File: src/sv/cangw_pkg.sv
// shared types and constants of the can gateway frame filter and arbiter
package cangw_pkg;

  localparam int CntW = 32;

  typedef logic [1:0] cmd_t;
  localparam cmd_t CMD_INGRESS = 2'd0;
  localparam cmd_t CMD_EGRESS  = 2'd1;
  localparam cmd_t CMD_CLEAR   = 2'd2;

  typedef logic [2:0] status_t;
  localparam status_t ST_OK        = 3'd0;
  localparam status_t ST_PARSE     = 3'd1;
  localparam status_t ST_DISABLED  = 3'd2;
  localparam status_t ST_QFULL     = 3'd3;
  localparam status_t ST_SEND_FAIL = 3'd4;

  localparam logic [1:0] SR_ACCEPTED = 2'd0;
  localparam logic [1:0] SR_QFULL    = 2'd1;

  localparam int FLAG_FD_BIT  = 0;
  localparam int FLAG_EXT_BIT = 2;
  localparam int FLAG_RTR_BIT = 3;
  localparam int FLAG_ERR_BIT = 4;
  localparam logic [7:0] FLAG_UNKNOWN = 8'hE0;

  localparam logic [31:0] STD_ID_MAX      = 32'h0000_07FF;
  localparam logic [31:0] EXT_ID_MAX      = 32'h1FFF_FFFF;
  localparam logic [7:0]  FD_DLC_MAX      = 8'd15;
  localparam logic [7:0]  CLASSIC_DLC_MAX = 8'd8;

  localparam int READY_BITS = 4;

  typedef struct packed {
    logic [CntW-1:0] rx;
    logic [CntW-1:0] tx;
    logic [CntW-1:0] drop;
    logic [CntW-1:0] parse;
    logic [CntW-1:0] disabled;
    logic [CntW-1:0] qfull;
  } cnt_t;

  typedef struct packed {
    logic       found;
    logic [1:0] tx_channel;
  } pick_t;

endpackage

File: src/sv/cangw_if.sv
// channel interfaces: ingress commands, results and configuration writes
interface cangw_in_if;
  logic       valid;
  logic       ready;
  logic [1:0] cmd;
  logic [7:0] channel;
  logic [31:0] can_id;
  logic [7:0] dlc;
  logic [7:0] flags;
  logic [1:0] send_result;
  logic [3:0] ready_mask;

  modport source (output valid, cmd, channel, can_id, dlc, flags, send_result, ready_mask,
                  input ready);
  modport sink (input valid, cmd, channel, can_id, dlc, flags, send_result, ready_mask,
                output ready);
endinterface

interface cangw_out_if;
  logic        valid;
  logic        ready;
  logic [2:0]  status;
  logic        found;
  logic [1:0]  tx_channel;
  logic [31:0] rx_count;
  logic [31:0] tx_count;
  logic [31:0] drop_count;
  logic [31:0] parse_error_count;
  logic [31:0] disabled_count;
  logic [31:0] queue_full_count;

  modport source (output valid, status, found, tx_channel, rx_count, tx_count, drop_count,
                  parse_error_count, disabled_count, queue_full_count, input ready);
  modport sink (input valid, status, found, tx_channel, rx_count, tx_count, drop_count,
                parse_error_count, disabled_count, queue_full_count, output ready);
endinterface

interface cangw_cfg_if;
  logic       valid;
  logic       ready;
  logic [3:0] active_mask;

  modport source (output valid, active_mask, input ready);
  modport sink (input valid, active_mask, output ready);
endinterface

File: src/sv/can_gateway_frame_filter_arbiter.sv
// top level: can frame filter, round-robin egress arbiter and event counters
// throughput: one command per cycle, held only by back-pressure on the result side
// an input register and a result register frame the check and pick logic
// reset clears the channel enables, the round-robin pointer and all six counters
module can_gateway_frame_filter_arbiter #(
  parameter int NUM_CHANNELS = 4
) (
  input  logic        clk,
  input  logic        rst_n,
  cangw_in_if.sink    in_ch,
  cangw_out_if.source out_ch,
  cangw_cfg_if.sink   cfg_ch
);

  localparam int PTR_W = (NUM_CHANNELS > 1) ? $clog2(NUM_CHANNELS) : 1;
  localparam int MASK_N = (NUM_CHANNELS < 4) ? NUM_CHANNELS : 4;
  localparam logic [3:0] CH_MASK = 4'((1 << MASK_N) - 1);

  logic [3:0]         mask_r;
  logic [PTR_W-1:0]   ptr_r;
  logic [PTR_W-1:0]   ptr_nxt;
  logic [PTR_W-1:0]   pick_ptr;
  cangw_pkg::cnt_t    cnt_r;
  cangw_pkg::cnt_t    cnt_nxt;

  logic               s1_vld_r;
  logic [1:0]         s1_cmd_r;
  logic [7:0]         s1_channel_r;
  logic [31:0]        s1_can_id_r;
  logic [7:0]         s1_dlc_r;
  logic [7:0]         s1_flags_r;
  logic [1:0]         s1_sr_r;
  logic [3:0]         s1_ready_r;

  logic               out_vld_r;
  cangw_pkg::status_t status_r;
  cangw_pkg::status_t status_nxt;
  cangw_pkg::status_t ing_status;
  cangw_pkg::pick_t   pick;
  cangw_pkg::pick_t   pick_r;
  cangw_pkg::pick_t   pick_nxt;

  logic               adv;
  logic               in_take;

  assign adv     = s1_vld_r && (!out_vld_r || out_ch.ready);
  assign in_take = in_ch.valid && in_ch.ready;
  assign in_ch.ready  = !s1_vld_r || adv;
  assign cfg_ch.ready = 1'b1;

  cangw_frame_check #(.NUM_CHANNELS(NUM_CHANNELS)) u_check (
    .channel     (s1_channel_r),
    .can_id      (s1_can_id_r),
    .dlc         (s1_dlc_r),
    .flags       (s1_flags_r),
    .send_result (s1_sr_r),
    .active_mask (mask_r),
    .status      (ing_status)
  );

  cangw_rr_pick #(.NUM_CHANNELS(NUM_CHANNELS), .PTR_W(PTR_W)) u_pick (
    .ready_mask (s1_ready_r),
    .ptr        (ptr_r),
    .pick       (pick),
    .ptr_nxt    (pick_ptr)
  );

  always_comb begin
    cnt_nxt    = cnt_r;
    ptr_nxt    = ptr_r;
    status_nxt = cangw_pkg::ST_OK;
    pick_nxt   = '0;
    unique case (s1_cmd_r)
      cangw_pkg::CMD_INGRESS: begin
        status_nxt = ing_status;
        case (ing_status)
          cangw_pkg::ST_PARSE: begin
            cnt_nxt.parse = cnt_r.parse + 32'd1;
            cnt_nxt.drop  = cnt_r.drop + 32'd1;
          end
          cangw_pkg::ST_DISABLED: begin
            cnt_nxt.rx       = cnt_r.rx + 32'd1;
            cnt_nxt.disabled = cnt_r.disabled + 32'd1;
            cnt_nxt.drop     = cnt_r.drop + 32'd1;
          end
          cangw_pkg::ST_QFULL: begin
            cnt_nxt.rx    = cnt_r.rx + 32'd1;
            cnt_nxt.qfull = cnt_r.qfull + 32'd1;
            cnt_nxt.drop  = cnt_r.drop + 32'd1;
          end
          cangw_pkg::ST_SEND_FAIL: begin
            cnt_nxt.rx   = cnt_r.rx + 32'd1;
            cnt_nxt.drop = cnt_r.drop + 32'd1;
          end
          default: begin
            cnt_nxt.rx = cnt_r.rx + 32'd1;
          end
        endcase
      end
      cangw_pkg::CMD_EGRESS: begin
        pick_nxt = pick;
        ptr_nxt  = pick_ptr;
        if (pick.found) begin
          cnt_nxt.tx = cnt_r.tx + 32'd1;
        end
      end
      cangw_pkg::CMD_CLEAR: begin
        cnt_nxt = '0;
      end
      default: begin
        cnt_nxt = cnt_r;
      end
    endcase
  end

  // control state
  always_ff @(posedge clk) begin
    if (!rst_n) begin
      mask_r    <= 4'd0;
      ptr_r     <= '0;
      cnt_r     <= '0;
      s1_vld_r  <= 1'b0;
      out_vld_r <= 1'b0;
    end else begin
      if (cfg_ch.valid) begin
        mask_r <= cfg_ch.active_mask & CH_MASK;
      end
      if (in_ch.ready) begin
        s1_vld_r <= in_ch.valid;
      end
      if (adv) begin
        out_vld_r <= 1'b1;
        ptr_r     <= ptr_nxt;
        cnt_r     <= cnt_nxt;
      end else if (out_ch.ready) begin
        out_vld_r <= 1'b0;
      end
    end
  end

  // payload registers
  always_ff @(posedge clk) begin
    if (in_take) begin
      s1_cmd_r     <= in_ch.cmd;
      s1_channel_r <= in_ch.channel;
      s1_can_id_r  <= in_ch.can_id;
      s1_dlc_r     <= in_ch.dlc;
      s1_flags_r   <= in_ch.flags;
      s1_sr_r      <= in_ch.send_result;
      s1_ready_r   <= in_ch.ready_mask;
    end
    if (adv) begin
      status_r <= status_nxt;
      pick_r   <= pick_nxt;
    end
  end

  assign out_ch.valid             = out_vld_r;
  assign out_ch.status            = status_r;
  assign out_ch.found             = pick_r.found;
  assign out_ch.tx_channel        = pick_r.tx_channel;
  assign out_ch.rx_count          = cnt_r.rx;
  assign out_ch.tx_count          = cnt_r.tx;
  assign out_ch.drop_count        = cnt_r.drop;
  assign out_ch.parse_error_count = cnt_r.parse;
  assign out_ch.disabled_count    = cnt_r.disabled;
  assign out_ch.queue_full_count  = cnt_r.qfull;

endmodule

File: src/sv/cangw_frame_check.sv
// ingress frame header validation and send outcome classification
module cangw_frame_check #(
  parameter int NUM_CHANNELS = 4
) (
  input  logic [7:0]           channel,
  input  logic [31:0]          can_id,
  input  logic [7:0]           dlc,
  input  logic [7:0]           flags,
  input  logic [1:0]           send_result,
  input  logic [3:0]           active_mask,
  output cangw_pkg::status_t   status
);

  logic is_fd;
  logic is_ext;
  logic bad;
  logic ch_on;

  always_comb begin
    is_fd  = flags[cangw_pkg::FLAG_FD_BIT];
    is_ext = flags[cangw_pkg::FLAG_EXT_BIT];
    bad = ({24'd0, channel} >= 32'(NUM_CHANNELS))
       || (dlc > cangw_pkg::FD_DLC_MAX)
       || ((flags & cangw_pkg::FLAG_UNKNOWN) != 8'd0)
       || flags[cangw_pkg::FLAG_ERR_BIT]
       || (!is_ext && (can_id > cangw_pkg::STD_ID_MAX))
       || (is_ext && (can_id > cangw_pkg::EXT_ID_MAX))
       || (!is_fd && (dlc > cangw_pkg::CLASSIC_DLC_MAX))
       || (is_fd && flags[cangw_pkg::FLAG_RTR_BIT]);
    // channels past the mask width are never enabled
    ch_on = (channel[7:2] == 6'd0) && active_mask[channel[1:0]];

    if (bad) begin
      status = cangw_pkg::ST_PARSE;
    end else if (!ch_on) begin
      status = cangw_pkg::ST_DISABLED;
    end else if (send_result == cangw_pkg::SR_QFULL) begin
      status = cangw_pkg::ST_QFULL;
    end else if (send_result != cangw_pkg::SR_ACCEPTED) begin
      status = cangw_pkg::ST_SEND_FAIL;
    end else begin
      status = cangw_pkg::ST_OK;
    end
  end

endmodule

File: src/sv/cangw_rr_pick.sv
// round-robin pick of the first ready channel at or after the pointer
module cangw_rr_pick #(
  parameter int NUM_CHANNELS = 4,
  parameter int PTR_W        = 2
) (
  input  logic [3:0]        ready_mask,
  input  logic [PTR_W-1:0]  ptr,
  output cangw_pkg::pick_t  pick,
  output logic [PTR_W-1:0]  ptr_nxt
);

  logic [cangw_pkg::READY_BITS-1:0] elig;
  logic [cangw_pkg::READY_BITS-1:0] upper;
  logic                             any_upper;
  logic [1:0]                       sel;
  logic [31:0]                      inc;

  always_comb begin
    for (int c = 0; c < cangw_pkg::READY_BITS; c++) begin
      elig[c]  = ready_mask[c] && (c < NUM_CHANNELS);
      upper[c] = elig[c] && (32'(c) >= 32'(ptr));
    end
    any_upper = |upper;
    sel = 2'd0;
    for (int c = cangw_pkg::READY_BITS - 1; c >= 0; c--) begin
      if (any_upper ? upper[c] : elig[c]) begin
        sel = 2'(c);
      end
    end
    pick.found      = |elig;
    pick.tx_channel = pick.found ? sel : 2'd0;
    inc = 32'(sel) + 32'd1;
    if (!pick.found) begin
      ptr_nxt = ptr;
    end else if (inc == 32'(NUM_CHANNELS)) begin
      ptr_nxt = '0;
    end else begin
      ptr_nxt = PTR_W'(inc);
    end
  end

endmodule

File: src/flat_wrapper.sv
// flat-port wrapper written by rule: the top's interface ports become plain ports
module can_gateway_frame_filter_arbiter_flat 
#(
  parameter int NUM_CHANNELS = 4
)
  (clk, rst_n, in_ch_valid, in_ch_cmd, in_ch_channel, in_ch_can_id, in_ch_dlc, in_ch_flags, in_ch_send_result, in_ch_ready_mask, in_ch_ready, out_ch_valid, out_ch_status, out_ch_found, out_ch_tx_channel, out_ch_rx_count, out_ch_tx_count, out_ch_drop_count, out_ch_parse_error_count, out_ch_disabled_count, out_ch_queue_full_count, out_ch_ready, cfg_ch_valid, cfg_ch_active_mask, cfg_ch_ready);
  cangw_in_if in_ch_i ();
  cangw_out_if out_ch_i ();
  cangw_cfg_if cfg_ch_i ();
  input  logic clk;
  input  logic rst_n;
  input wire logic [$bits(in_ch_i.valid)-1:0] in_ch_valid;
  input wire logic [$bits(in_ch_i.cmd)-1:0] in_ch_cmd;
  input wire logic [$bits(in_ch_i.channel)-1:0] in_ch_channel;
  input wire logic [$bits(in_ch_i.can_id)-1:0] in_ch_can_id;
  input wire logic [$bits(in_ch_i.dlc)-1:0] in_ch_dlc;
  input wire logic [$bits(in_ch_i.flags)-1:0] in_ch_flags;
  input wire logic [$bits(in_ch_i.send_result)-1:0] in_ch_send_result;
  input wire logic [$bits(in_ch_i.ready_mask)-1:0] in_ch_ready_mask;
  output wire logic [$bits(in_ch_i.ready)-1:0] in_ch_ready;
  output wire logic [$bits(out_ch_i.valid)-1:0] out_ch_valid;
  output wire logic [$bits(out_ch_i.status)-1:0] out_ch_status;
  output wire logic [$bits(out_ch_i.found)-1:0] out_ch_found;
  output wire logic [$bits(out_ch_i.tx_channel)-1:0] out_ch_tx_channel;
  output wire logic [$bits(out_ch_i.rx_count)-1:0] out_ch_rx_count;
  output wire logic [$bits(out_ch_i.tx_count)-1:0] out_ch_tx_count;
  output wire logic [$bits(out_ch_i.drop_count)-1:0] out_ch_drop_count;
  output wire logic [$bits(out_ch_i.parse_error_count)-1:0] out_ch_parse_error_count;
  output wire logic [$bits(out_ch_i.disabled_count)-1:0] out_ch_disabled_count;
  output wire logic [$bits(out_ch_i.queue_full_count)-1:0] out_ch_queue_full_count;
  input wire logic [$bits(out_ch_i.ready)-1:0] out_ch_ready;
  input wire logic [$bits(cfg_ch_i.valid)-1:0] cfg_ch_valid;
  input wire logic [$bits(cfg_ch_i.active_mask)-1:0] cfg_ch_active_mask;
  output wire logic [$bits(cfg_ch_i.ready)-1:0] cfg_ch_ready;
  assign in_ch_i.valid = in_ch_valid;
  assign in_ch_i.cmd = in_ch_cmd;
  assign in_ch_i.channel = in_ch_channel;
  assign in_ch_i.can_id = in_ch_can_id;
  assign in_ch_i.dlc = in_ch_dlc;
  assign in_ch_i.flags = in_ch_flags;
  assign in_ch_i.send_result = in_ch_send_result;
  assign in_ch_i.ready_mask = in_ch_ready_mask;
  assign in_ch_ready = in_ch_i.ready;
  assign out_ch_valid = out_ch_i.valid;
  assign out_ch_status = out_ch_i.status;
  assign out_ch_found = out_ch_i.found;
  assign out_ch_tx_channel = out_ch_i.tx_channel;
  assign out_ch_rx_count = out_ch_i.rx_count;
  assign out_ch_tx_count = out_ch_i.tx_count;
  assign out_ch_drop_count = out_ch_i.drop_count;
  assign out_ch_parse_error_count = out_ch_i.parse_error_count;
  assign out_ch_disabled_count = out_ch_i.disabled_count;
  assign out_ch_queue_full_count = out_ch_i.queue_full_count;
  assign out_ch_i.ready = out_ch_ready;
  assign cfg_ch_i.valid = cfg_ch_valid;
  assign cfg_ch_i.active_mask = cfg_ch_active_mask;
  assign cfg_ch_ready = cfg_ch_i.ready;
  can_gateway_frame_filter_arbiter #(.NUM_CHANNELS(NUM_CHANNELS)) u_core (.clk(clk), .rst_n(rst_n), .in_ch(in_ch_i), .out_ch(out_ch_i), .cfg_ch(cfg_ch_i));
endmodule
File: config.mk
export PLATFORM = sky130hd
export DESIGN_NAME = can_gateway_frame_filter_arbiter_flat
export DESIGN_NICKNAME = d
export VERILOG_FILES = /design/src/sv/cangw_pkg.sv /design/src/sv/cangw_if.sv /design/src/sv/can_gateway_frame_filter_arbiter.sv /design/src/sv/cangw_frame_check.sv /design/src/sv/cangw_rr_pick.sv /design/src/flat_wrapper.sv
export SDC_FILE = /design/constraint.sdc
export NUM_CORES = 1
export LEC_CHECK = 0
export ABC_CLOCK_PERIOD_IN_PS = 6100
export BUFFER_PORTS_ARGS = -buffer_cell sky130_fd_sc_hd__buf_2
export CELL_PAD_IN_SITES_DETAIL_PLACEMENT = 0
export CELL_PAD_IN_SITES_GLOBAL_PLACEMENT = 1
export CORE_UTILIZATION = 44
export CTS_CLUSTER_DIAMETER = 30
export CTS_CLUSTER_SIZE = 24
export DETAILED_ROUTE_END_ITERATION = 10
export GPL_ROUTABILITY_DRIVEN = 1
export PLACE_DENSITY = 0.91
export RECOVER_POWER = 100
export SLEW_MARGIN = 20
export SYNTH_ARGS = -nofsm -noshare
export SYNTH_HDL_FRONTEND = slang
export SYNTH_SLANG_ARGS = --single-unit
File: constraint.sdc
create_clock -name clk -period 6.1 [get_ports clk]
set_input_delay 0.305 -clock clk [delete_from_list [all_inputs] [get_ports clk]]
set_output_delay 0.305 -clock clk [all_outputs]
set_load 0.1 [all_outputs]
==> impl_metrics.json, run 1 <==
{
  "status": "finished, violations left",
  "violations": "DRC, capacitance limit, slew limit",
  "max_cap_violations": 5,
  "final_max_slew_viol_count": 214,
  "final_net_count": 1701,
  "detailroute.via_count": 11400,
  "cts.root.buffer_cell": "sky130_fd_sc_hd__clkbuf_16",
  "initial_utilization_pct": 45.0,
  "pwr_density_cell_nw_per_um2": 340,
  "switching_share_pct": 22.7,
  "min_period_over_period_pct": 64.0,
  "cp_data_arrival_time_ns": 4.39,
  "path_clk_slew_ns": 0.06,
  "hold_end": "u_core.mask_r[1]",
  "synthMostInstantiatedCell": "sky130_fd_sc_hd__dfxtp_1",
  "core_region_area_sq_um": 26200,
  "portion_of_total_power_attributed_to_combinational_logic_pct": 3.3,
  "global_route_usage_over_all_layers_pct": 24.4,
  "count_of_standard_cell_rows": 59,
  "timing.critical_path.from": "u_core.s1_channel_r[3]",
  "route.antenna.remaining_nets": 0,
  "yosys-top-cells-count": "sky130_fd_sc_hd__dfxtp_1 (200), sky130_fd_sc_hd__a21oi_1 (138), sky130_fd_sc_hd__nand2_1 (98)",
  "drt_wl_total_mm": 34.1,
  "horizontal_die_dimension_microns": 166,
  "post_synth_num_cell_types": 66,
  "cts_inserted_buffers": 61,
  "worstPathMaxFanout": 61,
  "synth-seq-area-share_pct": 48.7,
  "power_frac_clock_pct": 63.2,
  "detailedRoute.firstIterationViolations": 721,
  "min-delay-path-class": "in2reg",
  "p_sw_mw": 1.22,
  "cts-htree-levels": 2,
  "cts_tree": "done",
  "number_of_global_route_vias_before_repair": 10800,
  "asyncSetResetFlopFracSynth_pct": 0,
  "grt_pass1_wl_mm": 55.1,
  "crit_path_cell_trace": "or4b_2, nand3_1, or3_1, o31a_1, clkbuf_1, o21ai_0, a21oi_1",
  "crit_required_ns": 6.58,
  "fmax_mhz": 256,
  "timing.setup.critical_path_class": "reg2reg",
  "totalNegativeSetupSlack_ns": 0,
  "boundary_pins": 274,
  "dominant_cells_by_area_after_synthesis": "sky130_fd_sc_hd__dfxtp_1 (34%), sky130_fd_sc_hd__edfxtp_1 (15%), sky130_fd_sc_hd__a21oi_1 (5.9%)",
  "numClockSinks": 258,
  "gate_count_of_the_mapped_netlist": 1303,
  "dp_cells": 1838,
  "hold_depth": 3,
  "signed_area_change_from_the_synthesized_netlist_to_the_final_layout_pct": 33.9,
  "multiInputGateArea_sq_um": 5600,
  "critical-path-max-stage-delay_ns": 1.45,
  "grt.overflow.total": 0,
  "regToRegStartpoint": "u_core.s1_channel_r[3]",
  "setup.worst_path.end_class": "flop",
  "final_hold_viol_count": 0,
  "grt_max_degree": 80,
  "regArea_sq_um": 5750,
  "mappedNetlistNets": 1383,
  "layoutNonFillerInstCount": 2008,
  "synth_warnings": 0,
  "remaining_routing_drc_violations": 16,
  "n_antenna_cell": 0,
  "total_power_mw": 5.37,
  "gpl.final_weighted_congestion": 0.821,
  "finClkSkew_ns": 0.0311,
  "fp.dieH_microns": 166,
  "pwr-share-seq_pct": 33.5,
  "synth.top_cell.area_share_pct": 33.9,
  "worst_hold_startpoint": "cfg_ch_active_mask[1]",
  "setup_viol": 0,
  "crit_path_top_delay_cell": "sky130_fd_sc_hd__clkbuf_1",
  "synth.ff_latch_count": 258,
  "synth_edf_count": 58,
  "resized_gates_after_cts": 0,
  "worst_pin_slew_ns": 3.23,
  "vias_per_cell": 5.69,
  "intPower_mw": 4.15,
  "layout_min_cycle_time_ns": 3.91,
  "rsz0062_at_grt": "no",
  "placed_cell_areas_sq_um": 13300,
  "mappedNetlistArea_sq_um": 11800,
  "grt_antenna_before_repair": 0,
  "port_buffers": 260,
  "place.detailed.hpwl_mm": 21.3,
  "first_pass_iters": 8,
  "synth_area_per_inst_sq_um": 9.05,
  "synth_largest_area_cell": "sky130_fd_sc_hd__dfxtp_1",
  "fillers": 2299,
  "crit_path_start_kind": "flop",
  "ys.flop_type": "sky130_fd_sc_hd__dfxtp_1",
  "fin_hold_ws_ns": 0.0335,
  "slew_headroom_pct": -116,
  "share_of_final_layout_standard_cells_stronger_than_drive_strength_1_pct": 11.6,
  "post_drt_wl_per_cell_microns": 17.0,
  "p_leak_nw": 5.05,
  "reg_to_reg_critical_path_endpoint": "u_core.out_ch.disabled_count[21]",
  "worst_r2r_path_depth": 7,
  "ctsLongestPathBuffers": 3,
  "reg2reg_slack_ns": 2.19,
  "die_area_sq_um": 27500,
  "vdd_ir_drop_max_uv": 283,
  "worst_skew_pair.late_latency_ns": 0.57,
  "postLayoutCellArea_sq_um": 15800
}
## how the worst max path moves through the flow
| stage | to | slack [ns] | cells after the start |
|---|---|---|---|
| 2_1_floorplan | u_core.s1_can_id_r[11] | 2.69 | 3 |
| 3_3_place_gp | u_core.out_ch.rx_count[17] | 2.63 | 6 |
| 3_5_place_dp | u_core.out_ch.rx_count[17] | 2.54 | 6 |
| 4_1_cts | u_core.out_ch.rx_count[17] | 2.46 | 6 |
| 5_1_grt | u_core.out_ch.disabled_count[21] | 1.79 | 7 |
| 6_report | u_core.out_ch.disabled_count[21] | 2.19 | 7 |
## power by group through the flow
stage          Combinational, mW  Sequential, mW  Clock (mW)
6_report                   0.180            1.80        3.40
5_1_grt                    0.193            1.80        3.54
4_1_cts                    0.179            1.80        3.42
3_5_place_dp               0.151            1.83           0
3_3_place_gp               0.149            1.83           0
2_1_floorplan             0.0751            1.85           0
## per-stage QoR
step | setup slack (ns) | utilization (%)
global placement | 2.63 | 50.9
floorplan | 2.69 | -
detailed placement | 2.54 | 50.9
finish | 2.19 | 60.2
CTS | 2.46 | 61.4
global route | 1.79 | 60.2
## layout make-up
cell class / instances / share of cell area, %
well taps: 335 / 2.66
multi-input cells: 928 / 35.5
clock buffers: 71 / 10.6
flip-flops and latches: 258 / 36.4
clock inverters: 44 / 3.28
repair buffers: 324 / 10.4
inverters: 48 / 1.14
## cells in the final DEF, fill, tap and decap left out, types with 6 or more instances in the layout
cell                              n
sky130_fd_sc_hd__clkbuf_1       212
sky130_fd_sc_hd__dfxtp_1        200
sky130_fd_sc_hd__a21oi_1        138
sky130_fd_sc_hd__nand2_1         98
sky130_fd_sc_hd__o21ai_0         85
sky130_fd_sc_hd__or3_1           80
sky130_fd_sc_hd__clkbuf_16       64
sky130_fd_sc_hd__nand3_1         58
sky130_fd_sc_hd__edfxtp_1        58
sky130_fd_sc_hd__dlygate4sd3_1   55
sky130_fd_sc_hd__buf_2           55
sky130_fd_sc_hd__nor2_1          53
sky130_fd_sc_hd__or4_1           52
sky130_fd_sc_hd__nand4_1         49
sky130_fd_sc_hd__inv_1           48
sky130_fd_sc_hd__o31ai_1         44
sky130_fd_sc_hd__xnor2_1         35
sky130_fd_sc_hd__nor3_1          32
sky130_fd_sc_hd__nor4_1          30
sky130_fd_sc_hd__and3_1          18
sky130_fd_sc_hd__and4_1          14
sky130_fd_sc_hd__mux2i_1         13
sky130_fd_sc_hd__nor2b_1         12
sky130_fd_sc_hd__clkinvlp_4      11
sky130_fd_sc_hd__and2_1          10
sky130_fd_sc_hd__clkinv_2         9
sky130_fd_sc_hd__bufinv_16        8
sky130_fd_sc_hd__nand2b_1         7
sky130_fd_sc_hd__o31a_1           7
sky130_fd_sc_hd__o21a_1           7
sky130_fd_sc_hd__ha_1             7
sky130_fd_sc_hd__clkinv_4         7
sky130_fd_sc_hd__a31oi_1          6
## flip-flops by register name, summed over array words and instances (netlist names), 2 cells and up
name                             cells
u_core.out_ch.disabled_count        32
u_core.s1_sr_r                       2
u_core.s1_dlc_r                      8
u_core.s1_flags_r                    7
u_core.ptr_r                         2
u_core.out_ch.rx_count              32
u_core.s1_ready_r                    4
u_core.out_ch.parse_error_count     32
u_core.out_ch.drop_count            32
u_core.mask_r                        4
u_core.out_ch.tx_count              32
u_core.s1_can_id_r                  21
u_core.out_ch.tx_channel             2
u_core.s1_channel_r                  8
u_core.s1_cmd_r                      2
u_core.out_ch.queue_full_count      32
u_core.out_ch.status                 3
## metal layers
layer / vias up / track usage [%] / part of all wire (%)
met3: 70 / 6.33 / 7.5
met1: 5410 / 30.6 / 43
li1: 5575 / - / -
met2: 365 / 40.1 / 46
met5: - / 0 / 0
met4: 0 / 9.67 / 3.1
## worst max-delay path, delay by kind of cell, from the launching register on
kind	cells	cell delay [ns]
DFF	1	0.42
and+or+nand+nor	3	1.20
AOI/OAI and AO/OA	3	0.71
buffers and inverters	1	1.45
## cells by family after synthesis
group                      count (synthesis)  synth area share [%]
buffers and inverters                    117                  3.87
and+or+nand+nor                          545                  26.3
DFF                                      258                  48.7
xor gates and xnor gates                  36                  2.67
AOI/OAI and AO/OA                        325                  16.3
adders and majority gates                  7                 0.743
other                                      1                0.0318
muxes                                     14                  1.29
## what timing repair did
item | in CTS | in global routing
setup buffers | 0 | 0
hold buffers | 55 | 0
endpoints found under the hold margin | 55 | 0
Power figures use the tool's default switching activity.
==> run 2: changes to the inputs <==
ABC_AREA = 1   (was not set)
ABC_CLOCK_PERIOD_IN_PS = 3400   (was 6100)
CORE_UTILIZATION = 36   (was 44)
PLACE_DENSITY = 0.83   (was 0.91)
clock period = 3.4 ns   (was 6.1 ns; I/O delays follow)
==> impl_metrics.json, run 2 <==
{
  "status": "finished, violations left",
  "layout_min_cycle_time_ns": 2.87,
  "use_met2_pct": 38.9,
  "initial_utilization_pct": 36.8,
  "layout_commonest_cell": "sky130_fd_sc_hd__nand2_1",
  "totalNegativeSetupSlack_ns": 0,
  "cts-htree-levels": 3,
  "gpl.final_weighted_congestion": 0.959,
  "min_period_over_period_pct": 84.4,
  "horizontal_die_dimension_microns": 205,
  "finClkSkew_ns": 0.0334,
  "post_drt_wl_per_cell_microns": 15.6,
  "yosys-top-cells-count": "sky130_fd_sc_hd__nand2_1 (660), sky130_fd_sc_hd__nor2_1 (397), sky130_fd_sc_hd__dfxtp_1 (200)",
  "setup.worst_path.end_class": "flop",
  "timing.critical_path.from": "u_core.s1_channel_r[2]",
  "final_net_count": 2664,
  "final_max_slew_viol_count": 53,
  "synth_warnings": 0,
  "count_of_standard_cell_rows": 73,
  "crit_end": "u_core.out_ch.parse_error_count[27]",
  "ys.flop_type": "sky130_fd_sc_hd__dfxtp_1",
  "dominant_cells_by_area_after_synthesis": "sky130_fd_sc_hd__dfxtp_1 (27%), sky130_fd_sc_hd__nand2_1 (17%), sky130_fd_sc_hd__edfxtp_1 (12%)",
  "cts_inserted_buffers": 74,
  "grt_util_met1_pct": 28.5,
  "place.detailed.hpwl_mm": 34.2,
  "hold_depth": 2,
  "slew_headroom_pct": -29.7,
  "grt_antenna_before_repair": 0,
  "detailedRoute.firstIterationViolations": 884,
  "synth.top_cell.area_share_pct": 27.1,
  "fp.dieH_microns": 205,
  "synth-seq-area-share_pct": 38.9,
  "number_of_global_route_vias_before_repair": 15200,
  "cp_data_arrival_time_ns": 3.28,
  "grt_max_degree": 140,
  "p_leak_nw": 6.73,
  "vias_per_cell": 4.97,
  "cts_tree": "done",
  "gate_count_of_the_mapped_netlist": 2245,
  "share_of_final_layout_standard_cells_stronger_than_drive_strength_1_pct": 8.02,
  "resized_gates_after_cts": 0,
  "mappedNetlistNets": 2325,
  "post_synth_num_cell_types": 41,
  "mappedNetlistArea_sq_um": 14800,
  "worst_r2r_path_depth": 10,
  "global_route.peak_usage_layer": "met2",
  "synth_largest_area_cell": "sky130_fd_sc_hd__dfxtp_1",
  "drt_wl_total_mm": 49.6,
  "n_antenna_cell": 0,
  "crit_required_ns": 3.82,
  "signed_area_change_from_the_synthesized_netlist_to_the_final_layout_pct": 31.5,
  "cts_setup_buffers": 0,
  "port_buffers": 260,
  "placed_cell_areas_sq_um": 16500,
  "timing.setup.critical_path_class": "reg2reg",
  "worstPathMaxFanout": 28,
  "rsz0062_at_grt": "no",
  "vdd_ir_drop_max_uv": 509,
  "regToRegStartpoint": "u_core.s1_channel_r[2]",
  "grt_util_met3_pct": 5.92,
  "global_route_usage_over_all_layers_pct": 23.4,
  "postLayoutCellArea_sq_um": 19400,
  "numClockSinks": 258,
  "crit_path_start_kind": "flop",
  "synthMostInstantiatedCell": "sky130_fd_sc_hd__nand2_1",
  "pwr_density_cell_nw_per_um2": 549,
  "detailroute.via_count": 15700,
  "route.antenna.remaining_nets": 0,
  "mostFrequentLayoutCells": "sky130_fd_sc_hd__nand2_1 (662), sky130_fd_sc_hd__nor2_1 (398), sky130_fd_sc_hd__clkbuf_1 (217), sky130_fd_sc_hd__dfxtp_1 (200), sky130_fd_sc_hd__a21oi_1 (187)",
  "worst_pin_slew_ns": 1.94,
  "synth.ff_latch_count": 258,
  "worst_skew_pair.late_latency_ns": 0.59,
  "first_pass_iters": 6,
  "synth_edf_count": 58,
  "reg_to_reg_critical_path_endpoint": "u_core.out_ch.parse_error_count[27]",
  "fmax_mhz": 349,
  "grt.overflow.total": 0,
  "min-delay-path-class": "in2reg",
  "asyncSetResetFlopFracSynth_pct": 0,
  "max_cap_violations": 1,
  "reg2reg_slack_ns": 0.53,
  "worst_hold_startpoint": "in_ch_send_result[1]",
  "setup_viol": 0,
  "final_hold_viol_count": 0,
  "cts.root.buffer_cell": "sky130_fd_sc_hd__clkbuf_16",
  "path_clk_slew_ns": 0.05,
  "synth_area_per_inst_sq_um": 6.58,
  "boundary_pins": 274,
  "die_area_sq_um": 41800,
  "violations": "capacitance limit, slew limit",
  "grt_pass1_wl_mm": 79.1,
  "core_region_area_sq_um": 40100,
  "ctsLongestPathBuffers": 3,
  "remaining_routing_drc_violations": 0
}
-- run 2: cell count changes in the layout (fill, tap and decap cells not counted), moves of 47 or more --
cell | before | now
sky130_fd_sc_hd__a21oi_1 | 138 | 187
sky130_fd_sc_hd__inv_1 | 48 | 176
sky130_fd_sc_hd__nand2_1 | 98 | 662
sky130_fd_sc_hd__nand3_1 | 58 | 171
sky130_fd_sc_hd__nor2_1 | 53 | 398
sky130_fd_sc_hd__nor3_1 | 32 | 79
sky130_fd_sc_hd__o21ai_0 | 85 | 21
sky130_fd_sc_hd__or3_1 | 80 | 0
sky130_fd_sc_hd__or4_1 | 52 | 0
sky130_fd_sc_hd__xor2_1 | 1 | 83
-- run 2: worst min path at each step --
stage,slack [ns],endpoint
after CTS,0.25,u_core.s1_channel_r[6]
after detailed placement,0.35,u_core.s1_dlc_r[0]
after global routing,0.28,u_core.s1_dlc_r[7]
final,0.29,u_core.s1_sr_r[1]
after floorplan,0.27,u_core.s1_can_id_r[11]
after global placement,0.35,u_core.s1_dlc_r[6]
-- run 2: metrics by stage --
| step | hold slack, ns | setup slack [ns] | cells | utilization (%) | power [mW] |
|---|---|---|---|---|---|
| 3_5_place_dp | 0.348 | 0.747 | 2966 | 41.2 | 3.69 |
| 3_3_place_gp | 0.347 | 0.818 | 2966 | 41.2 | 3.68 |
| 5_1_grt | 0.275 | 0.210 | 3168 | 48.4 | 11.0 |
| 4_1_cts | 0.253 | 0.690 | 3168 | 49.2 | 10.8 |
| 2_1_floorplan | 0.269 | 0.0273 | 2245 | - | 3.56 |
| 6_report | 0.292 | 0.532 | 3168 | 48.4 | 10.7 |
-- run 2: area by class of cell --
cell class / count / area (sq um)
clock buffer: 97 / 2080
clock inverter: 38 / 463
fill: 4067 / 20700
inverter: 180 / 678
multi-input combinational: 1727 / 7950
sequential: 258 / 5750
tap: 525 / 657
timing repair buffer: 343 / 1850
-- run 2: report_power, final --
group          switching, mW  total (mW)  internal, mW  leakage (nW)
Clock                   2.14        6.97          4.83          1.24
Sequential            0.0291        3.24          3.21          2.18
Combinational          0.334       0.460         0.126          3.31
Total                   2.50        10.7          8.17          6.73
-- run 2: kinds of logic after synthesis --
| logic type | synth area share (%) |
|---|---|
| fa+ha+maj | 0.593 |
| buf+inv | 7.14 |
| other cells | 0.0254 |
| flops | 38.9 |
| compound gates | 7.76 |
| xor+xnor | 6.58 |
| simple gates | 39.0 |
-- run 2: worst max-delay path: stages (launching register included) --
cell and delay (ns):
sky130_fd_sc_hd__edfxtp_1 0.39, sky130_fd_sc_hd__or2_1 0.24, sky130_fd_sc_hd__nor2_1 0.24, sky130_fd_sc_hd__nand3_1 0.11
sky130_fd_sc_hd__nor2_1 0.24, sky130_fd_sc_hd__and2_0 0.29, sky130_fd_sc_hd__nand2_1 0.30, sky130_fd_sc_hd__nand2_2 0.37
sky130_fd_sc_hd__inv_2 0.29, sky130_fd_sc_hd__nand2_1 0.15, sky130_fd_sc_hd__a21oi_1 0.07
-- run 2: timing repair --
action,4_1_cts,5_1_grt
setup endpoints to repair,0,0
endpoints found under the hold margin,63,0
hold buffers,67,0
-- run 2: metal layers --
metal / vias up / routed length, microns
met5: - / 0
met2: 441 / 23100
met1: 7251 / 21400
met4: 0 / 1780
li1: 7931 / -
met3: 119 / 3210
==> run 3: changes to the inputs <==
ABC_CLOCK_PERIOD_IN_PS = 2450   (was 3400)
clock period = 2.45 ns   (was 3.4 ns; I/O delays follow)
==> impl_metrics.json, run 3 (synthesized netlist as in run 2, its figures left out) <==
{
  "mostFrequentLayoutCells": "sky130_fd_sc_hd__nand2_1 (661), sky130_fd_sc_hd__nor2_1 (396), sky130_fd_sc_hd__clkbuf_1 (212), sky130_fd_sc_hd__dfxtp_1 (194), sky130_fd_sc_hd__a21oi_1 (187)",
  "gpl.final_weighted_congestion": 0.916,
  "worst_skew_pair.late_latency_ns": 0.60,
  "cts_inserted_buffers": 73,
  "crit_path_top_delay_cell": "sky130_fd_sc_hd__nand2_2",
  "global_route_usage_over_all_layers_pct": 23.5,
  "cts_setup_buffers": 0,
  "crit_required_ns": 2.91,
  "cp_data_arrival_time_ns": 2.72,
  "horizontal_die_dimension_microns": 205,
  "port_buffers": 260,
  "grt_max_degree": 140,
  "n_antenna_cell": 0,
  "crit_path_start_kind": "flop",
  "pre_cts_ws_ns": 0.266,
  "fin_hold_ws_ns": 0.235,
  "totalNegativeSetupSlack_ns": 0,
  "grt.overflow.total": 0,
  "worst_path_most_repeated_cell": "sky130_fd_sc_hd__nand2_2",
  "postLayoutCellArea_sq_um": 19600,
  "path_clk_slew_ns": 0.05,
  "vdd_ir_drop_max_uv": 678,
  "max_cap_violations": 0,
  "placed_cell_areas_sq_um": 16700,
  "p_leak_nw": 6.83,
  "layout_commonest_cell": "sky130_fd_sc_hd__nand2_1",
  "rsz0062_at_grt": "no",
  "setup_viol": 0,
  "post_drt_wl_per_cell_microns": 15.4,
  "boundary_pins": 274,
  "detailedRoute.firstIterationViolations": 1014,
  "die_area_sq_um": 41800,
  "place.detailed.hpwl_mm": 34.2,
  "fmax_mhz": 443,
  "vias_per_cell": 4.93,
  "final_net_count": 2681,
  "final_hold_viol_count": 0,
  "finClkSkew_ns": 0.0333,
  "numClockSinks": 258,
  "status": "completed",
  "remaining_routing_drc_violations": 0,
  "grt_antenna_before_repair": 0,
  "route.antenna.remaining_nets": 0,
  "ctsLongestPathBuffers": 3,
  "timing.setup.critical_path_class": "reg2reg",
  "slew_headroom_pct": 12.2,
  "share_of_final_layout_standard_cells_stronger_than_drive_strength_1_pct": 9.29,
  "count_of_standard_cell_rows": 73,
  "drt_wl_total_mm": 49.0,
  "signed_area_change_from_the_synthesized_netlist_to_the_final_layout_pct": 32.7,
  "min_period_over_period_pct": 92.2,
  "core_region_area_sq_um": 40100,
  "critical-path-max-stage-delay_ns": 0.40,
  "detailroute.via_count": 15700,
  "first_pass_iters": 5,
  "grt_pass1_wl_mm": 79.2,
  "initial_utilization_pct": 36.8,
  "layout_min_cycle_time_ns": 2.26,
  "fillers": 4153,
  "final_core_utilization_pct": 48.9,
  "worst_pin_slew_ns": 1.32,
  "min-delay-path-class": "in2reg",
  "worstPathMaxFanout": 32,
  "cts_tree": "done",
  "setup.worst_path.end_class": "flop",
  "final_max_slew_viol_count": 0,
  "postLayoutSetupSlackWorst_ns": 0.191,
  "cts.root.buffer_cell": "sky130_fd_sc_hd__clkbuf_16",
  "pwr_density_cell_nw_per_um2": 743,
  "number_of_global_route_vias_before_repair": 15300,
  "cts-htree-levels": 3,
  "crit_path_cell_trace": "or2_1, nor2_4, nand3_1, nor2_2, nand4_1, nand2_2, nand2_2, buf_6, nand2_1, a21oi_1",
  "fp.dieH_microns": 205
}
-- run 3: changes by cell type in the layout (fill, tap and decap cells not counted), sizes merged --
cell / delta
clkinv: +1
inv: +1
buf: +17
bufinv: -2
clkbuf: -1
-- run 3: worst paths after layout --
| kind | from | to | slack, ns | cells after the start |
|---|---|---|---|---|
| worst min-delay path | in_ch_dlc[7] | u_core.s1_dlc_r[7] | 0.23 | 2 |
| worst max-delay path | u_core.s1_channel_r[2] | u_core.out_ch.drop_count[23] | 0.19 | 10 |
| worst max register to register | u_core.s1_channel_r[2] | u_core.out_ch.drop_count[23] | 0.19 | 10 |
| worst min register to register | u_core.out_ch.queue_full_count[16] | u_core.out_ch.queue_full_count[16] | 0.49 | 2 |
-- run 3: timing repair --
action,in CTS,in global routing
hold buffers,67,0
endpoints found under the hold margin,65,0
endpoints found under the setup margin,0,7
gates resized for setup,0,1
-- run 3: through the flow --
stage                     std cells  total power [mW]
after floorplan                2245              4.94
after global placement         2984              5.13
after detailed placement       2984              5.14
after CTS                      3184              14.7
after global routing           3184              15.0
final                          3184              14.6
-- run 3: power breakdown --
part	switching, mW	internal [mW]	total (mW)
Clock	3.02	6.39	9.41
Combinational	0.465	0.194	0.658
Sequential	0.0425	4.45	4.49
-- run 3: worst max-delay path, delay by kind of cell (launching register included) --
| kind | cells | cell delay [ns] |
|---|---|---|
| AO/OA/AOI/OAI | 1 | 0.06 |
| flip-flops | 1 | 0.39 |
| buffers and inverters | 1 | 0.19 |
| AND/OR/NAND/NOR | 8 | 1.45 |
-- run 3: cell type report --
type	count	area [sq um]	area share, %
multi-input cells	1727	7980	40.7
flip-flops and latches	258	5750	29.4
repair buffers	361	2040	10.4
clock buffers	95	2020	10.3
inverters	180	681	3.47
well taps	525	657	3.35
clock inverters	38	464	2.37
-- run 3: routing by layer --
layer	GRT usage (%)	vias to the layer above	share of wire, %
met5	0	-	0
met4	8.02	0	2.6
met3	5.87	89	6.4
met2	39.9	431	48
met1	28.7	7202	43
li1	-	7987	-
